--- src/rtl/core/rle_sprite_stream_validator_top_defines.svh ---
// Assertion macros shared by the sprite stream validator RTL.
// Depends on nothing; each user supplies clk and rst_n in its own scope.
`ifndef RLE_SPRITE_STREAM_VALIDATOR_TOP_DEFINES_SVH
`define RLE_SPRITE_STREAM_VALIDATOR_TOP_DEFINES_SVH

// Same-cycle implication, disabled during reset.
`define RSSV_ASSERT_IMP(lbl, ant, cons, msg) \
    lbl: assert property (@(posedge clk) disable iff (!rst_n) (ant) |-> (cons)) \
        else $error(msg);

// Next-cycle implication, disabled during reset.
`define RSSV_ASSERT_NXT(lbl, ant, cons, msg) \
    lbl: assert property (@(posedge clk) disable iff (!rst_n) (ant) |=> (cons)) \
        else $error(msg);

`endif

--- src/rtl/core/rssv_pkg.sv ---
// Package for the RLE sprite stream validator: field widths, codes, types.
// No dependencies.
`timescale 1ns / 1ps

package rssv_pkg;

    localparam int WordW  = 16;
    localparam int CountW = 15;

    localparam logic [WordW-1:0]  RUN_FLAG   = 16'h8000;
    localparam logic [CountW-1:0] COUNT_ZERO = '0;

    typedef enum logic [2:0] {
        PH_IDLE    = 3'd0,
        PH_LEAD    = 3'd1,
        PH_COLORED = 3'd2,
        PH_SKIP    = 3'd3,
        PH_TRANS   = 3'd4,
        PH_DONE    = 3'd5
    } phase_t;

    typedef struct packed {
        logic [WordW-1:0]  word;
        logic [CountW-1:0] row_count;
        logic              is_last;
    } item_t;

endpackage

--- src/rtl/core/rssv_walker.sv ---
// Row/group walker: holds the parse state and steps it by one word.
// Depends on rssv_pkg and the assertion macro header.
`timescale 1ns / 1ps
`include "rle_sprite_stream_validator_top_defines.svh"

module rssv_walker
    import rssv_pkg::*;
(
    input  logic  clk,
    input  logic  rst_n,
    input  logic  step,
    input  item_t item,
    output logic  res_ok
);

    phase_t            phase_reg, phase_next;
    logic [CountW-1:0] rows_left_reg, rows_left_next;
    logic [CountW-1:0] skip_left_reg, skip_left_next;
    logic              failed_reg, failed_next;

    phase_t            ph;
    logic [CountW-1:0] rows;
    logic [CountW-1:0] skip;
    logic              fail;
    logic [WordW-1:0]  count_word;

    always_comb
    begin
        ph         = phase_reg;
        rows       = rows_left_reg;
        skip       = skip_left_reg;
        fail       = failed_reg;
        count_word = item.word & ~RUN_FLAG;

        unique case (phase_reg)
            PH_IDLE:
            begin
                if (item.row_count == COUNT_ZERO)
                begin
                    ph   = PH_DONE;
                    fail = 1'b1;
                end
                else
                begin
                    rows = item.row_count;
                    ph   = PH_COLORED;
                end
            end
            PH_LEAD:
            begin
                ph = PH_COLORED;
            end
            PH_COLORED:
            begin
                skip = count_word[CountW-1:0];
                ph   = (skip != COUNT_ZERO) ? PH_SKIP : PH_TRANS;
            end
            PH_SKIP:
            begin
                skip = skip_left_reg - CountW'(1);
                if (skip == COUNT_ZERO)
                    ph = PH_TRANS;
            end
            PH_TRANS:
            begin
                if (item.word == '0)
                begin
                    rows = rows_left_reg - CountW'(1);
                    ph   = (rows == COUNT_ZERO) ? PH_DONE : PH_LEAD;
                end
                else
                begin
                    ph = PH_COLORED;
                end
            end
            default:
            begin
                // closed image: any further word is a leftover
                fail = 1'b1;
            end
        endcase

        res_ok = (ph == PH_DONE) && !fail;

        if (item.is_last)
        begin
            phase_next     = PH_IDLE;
            rows_left_next = COUNT_ZERO;
            skip_left_next = COUNT_ZERO;
            failed_next    = 1'b0;
        end
        else
        begin
            phase_next     = ph;
            rows_left_next = rows;
            skip_left_next = skip;
            failed_next    = fail;
        end
    end

    always_ff @(posedge clk or negedge rst_n)
    begin
        if (!rst_n)
        begin
            phase_reg     <= PH_IDLE;
            rows_left_reg <= COUNT_ZERO;
            skip_left_reg <= COUNT_ZERO;
            failed_reg    <= 1'b0;
        end
        else if (step)
        begin
            phase_reg     <= phase_next;
            rows_left_reg <= rows_left_next;
            skip_left_reg <= skip_left_next;
            failed_reg    <= failed_next;
        end
    end

    `RSSV_ASSERT_NXT(a_last_clears, step && item.is_last,
        phase_reg == PH_IDLE && rows_left_reg == COUNT_ZERO && !failed_reg,
        "state not cleared after last word")
    `RSSV_ASSERT_IMP(a_fail_only_done, failed_reg, phase_reg == PH_DONE,
        "failed flag set outside closed phase")
    `RSSV_ASSERT_IMP(a_skip_nonzero, phase_reg == PH_SKIP, skip_left_reg != COUNT_ZERO,
        "skipping with zero pixels left")

endmodule

--- config.mk ---
export PLATFORM = sky130hd
export DESIGN_NAME = rssv_walker
export DESIGN_NICKNAME = d
export VERILOG_FILES = /design/src/rtl/core/rssv_pkg.sv /design/src/rtl/core/rssv_walker.sv
export VERILOG_INCLUDE_DIRS = /design/src /design/src/rtl/core
export SDC_FILE = /design/constraint.sdc
export NUM_CORES = 1
export LEC_CHECK = 0
export BUFFER_PORTS_ARGS = -buffer_cell sky130_fd_sc_hd__buf_2
export CORE_ASPECT_RATIO = 1.4
export CORE_MARGIN = 5
export CORE_UTILIZATION = 50
export DETAILED_ROUTE_END_ITERATION = 8
export GPL_TIMING_DRIVEN = 0
export PLACE_DENSITY = 0.75
export RECOVER_POWER = 50
export SLEW_MARGIN = 20
export SYNTH_ARGS = -nofsm -noshare
export SYNTH_HDL_FRONTEND = slang
export SYNTH_SLANG_ARGS = --single-unit
--- constraint.sdc ---
create_clock -name clk -period 6.2 [get_ports clk]
set_input_delay 0.62 -clock clk [delete_from_list [all_inputs] [get_ports clk]]
set_output_delay 0.62 -clock clk [all_outputs]
set_load 0.03 [all_outputs]
==> run metrics <==
clk root buf clkbuf_8; XOR/XNOR Fraction of Synth Area 2.753%; I/O Buffers 34; crit path DAT between 2 and 3 ns; Switch Pwr around 0.36 mW; area of the mapped netlist 2863 µm²; diode count 0; final hold vios 0; switching portion of total power 42.51%; H-tree levels 2; TritonCTS clock tree built; number of fill cells 501; Worst Path Required about 5.6 ns; Async S/R FF share, synth 100.0%; vias in the first global route around 3,000; grt met3 use 3.741%; commonest non-fill, non-tap cells in the layout 34 x buf_2, 34 x dfrtp_1, 32 x nor2_1; area grow syn2layout 11.54%; clk buf depth 2; met2 Track Usage GR about two fifths; CTS Hold Bufs 0; # Post-CTS Setup Buffers 0; Clock Skews approximately 0.012 ns; Total GRT Usage around 24%; total number of vias between 3,000 and 4,000; internal power a little under 0.5 mW; initial antenna violation count 0; Max IR drop VDD around 0.00017 V; pre-CTS WS around 2.7 ns; Core Rows 32; unrepaired setup endpoints after global routing no; syn_area_per_cell 8.179 µm²; mux cell area share after synthesis ~1.1%; synthesized net count 389; Placed Area ~3100 µm²; CP startpoint kind input pin; LEAKAGE ~1.3 nW; Least-Margin Pin Slew between 1.5 and 2 ns; Comb power frac ~46%; Simple-Gate Fraction of Synth Area between 30 and 40%; flops & latches, synth 34; Design Area, Final 3193 µm²; register area share after synthesis 29.72%; die area between 7000 and 8000 µm²; Main synth FF type dfrtp_1; sum of negative setup slack 0 ns; Detailed Route Iter0 Violations 250; max_cap viols 1; total power roughly 0.84 mW; Nets 430; period utilisation layout between 50% and 60%; global route total overflow 0; largest family of logic cells by synthesized area simple AND/OR/NAND/NOR gates; routability cong. about 0.96; Hold Crit Class flop to flop; Final WS setup approximately 2.7 ns; Pwr per Cell Area 262.3 nW/µm²; Compound-Gate Fraction of Synth Area around 30%; largest net degree at the start of global routing 35; clk_lat worst skew about 0.30 ns; Distinct cells, synth a little under 70; status complete, but fails checks; first-pass GRT wire length between 10 and 15 mm; CP endpoint kind primary output; Reg clk slew, reported paths about 0.070 ns; die width ~74 µm; adder-cell area share of the yosys netlist under 10%; drt pass-1 iters 5; clock sink count 34; Avg WL per Cell between 15 and 20 µm; core region area about 5500 µm²; failing checks capacitance limit, slew limit; Num CTS Buffers 5; DP Wirelength 6.474 mm; endpoints failing setup 0; placed cells 452; YS warnings 0; routed wire length about 8.6 mm; Final min period ~3.5 ns; Final Non-Filler Cells about 460; share of cells above drive strength 1 between 10% and 20%; global route hottest layer met2; r2r setup slk 3.55 ns; Die Span Y 99.53 µm; Max Slew Vio Count 35; Clock Power Share 19.1%; Max Clock Freq about 280 MHz; Starting Density about half; vias per std cell between 6 and 7; grt met1 use about a quarter; Remaining DRCs 0; Post-Syn Instances 350; Rel. slew slack -29.75%; sequential power share about a third; CP max FO 3; Setup CP Type input pin to primary output; Resize count post-CTS 0; Ports 36; remaining antenna violation count after routing 0; EDFF count, synth 0
[critical path: stages]
cell	delay, ns
buf_2	0.11
nor4_1	0.56
nand2_1	0.14
or4_1	0.49
o21ai_1	0.24
a31oi_1	0.09
nor4b_1	0.40
buf_2	0.27
[cell type report]
type	count	area, µm²	area share, %
Timing Repair Buffer	34	168.9	5.290
Clock buffer	7	76.32	2.390
Buffer	23	103.9	3.252
Inverter	8	30.03	0.9404
Sequential cell	34	850.8	26.65
Multi-Input combinational cell	285	1878	58.82
Tap cell	68	85.08	2.665
[routing by layer]
layer | vias up | share of wire (%)
met2 | 143 | 51
met3 | 39 | 5.8
met1 | 1422 | 37
li1 | 1424 | -
met5 | - | 0
met4 | 0 | 6.5
[logic make-up after synthesis]
kind of cell / after synthesis
fa+ha+maj: 4
compound gates: 123
mux: 3
simple gates: 146
xor+xnor: 9
buf+inv: 31
flops: 34
[cell usage after synthesis, types with 6 or more instances]
cell / n / area [µm²]
nand3_1: 6 / 30.03
a21oi_1: 23 / 115.1
dfrtp_1: 34 / 850.8
and2_1: 6 / 37.54
nor2_1: 32 / 120.1
o211ai_1: 6 / 45.04
a31oi_1: 8 / 50.05
nand2_1: 31 / 116.4
clkbuf_1: 14 / 52.55
nand4_1: 6 / 37.54
a22o_1: 11 / 96.34
nor4b_1: 6 / 52.55
nand2b_1: 6 / 37.54
nor3_1: 11 / 55.05
inv_1: 7 / 26.28
o21ai_0: 29 / 145.1
nor4_1: 9 / 56.30
[path summary, 6_finish.rpt]
path                                                from                             to  depth (start not counted)
max in group asynchronous                          rst_n  rows_left_reg[11]$_DFFE_PN0P_                          1
min reg2reg                rows_left_reg[14]$_DFFE_PN0P_  rows_left_reg[14]$_DFFE_PN0P_                          1
max                                              item[8]                         res_ok                          8
min in group asynchronous                          rst_n   skip_left_reg[8]$_DFFE_PN0P_                          1
max reg2reg                 skip_left_reg[0]$_DFFE_PN0P_  skip_left_reg[12]$_DFFE_PN0P_                          9
min                        rows_left_reg[14]$_DFFE_PN0P_  rows_left_reg[14]$_DFFE_PN0P_                          1
[power by group through the flow]
stage / registers, mW / logic, mW / clock network [mW]
final: 0.294 / 0.384 / 0.160
after global routing: 0.298 / 0.424 / 0.171
after CTS: 0.292 / 0.379 / 0.165
after detailed placement: 0.296 / 0.377 / 0
after global placement: 0.294 / 0.371 / 0
after floorplan: 0.285 / 0.286 / 0
[stage by stage]
stage                     hold WS [ns]  utilization, %
after CTS                       0.4376           57.81
after global routing            0.5604           57.79
after detailed placement        0.5231           56.43
after global placement          0.5134           56.43
after floorplan                 0.3244               -
final                           0.5451           57.79
Note: power is estimated with default switching activity, not from simulation.
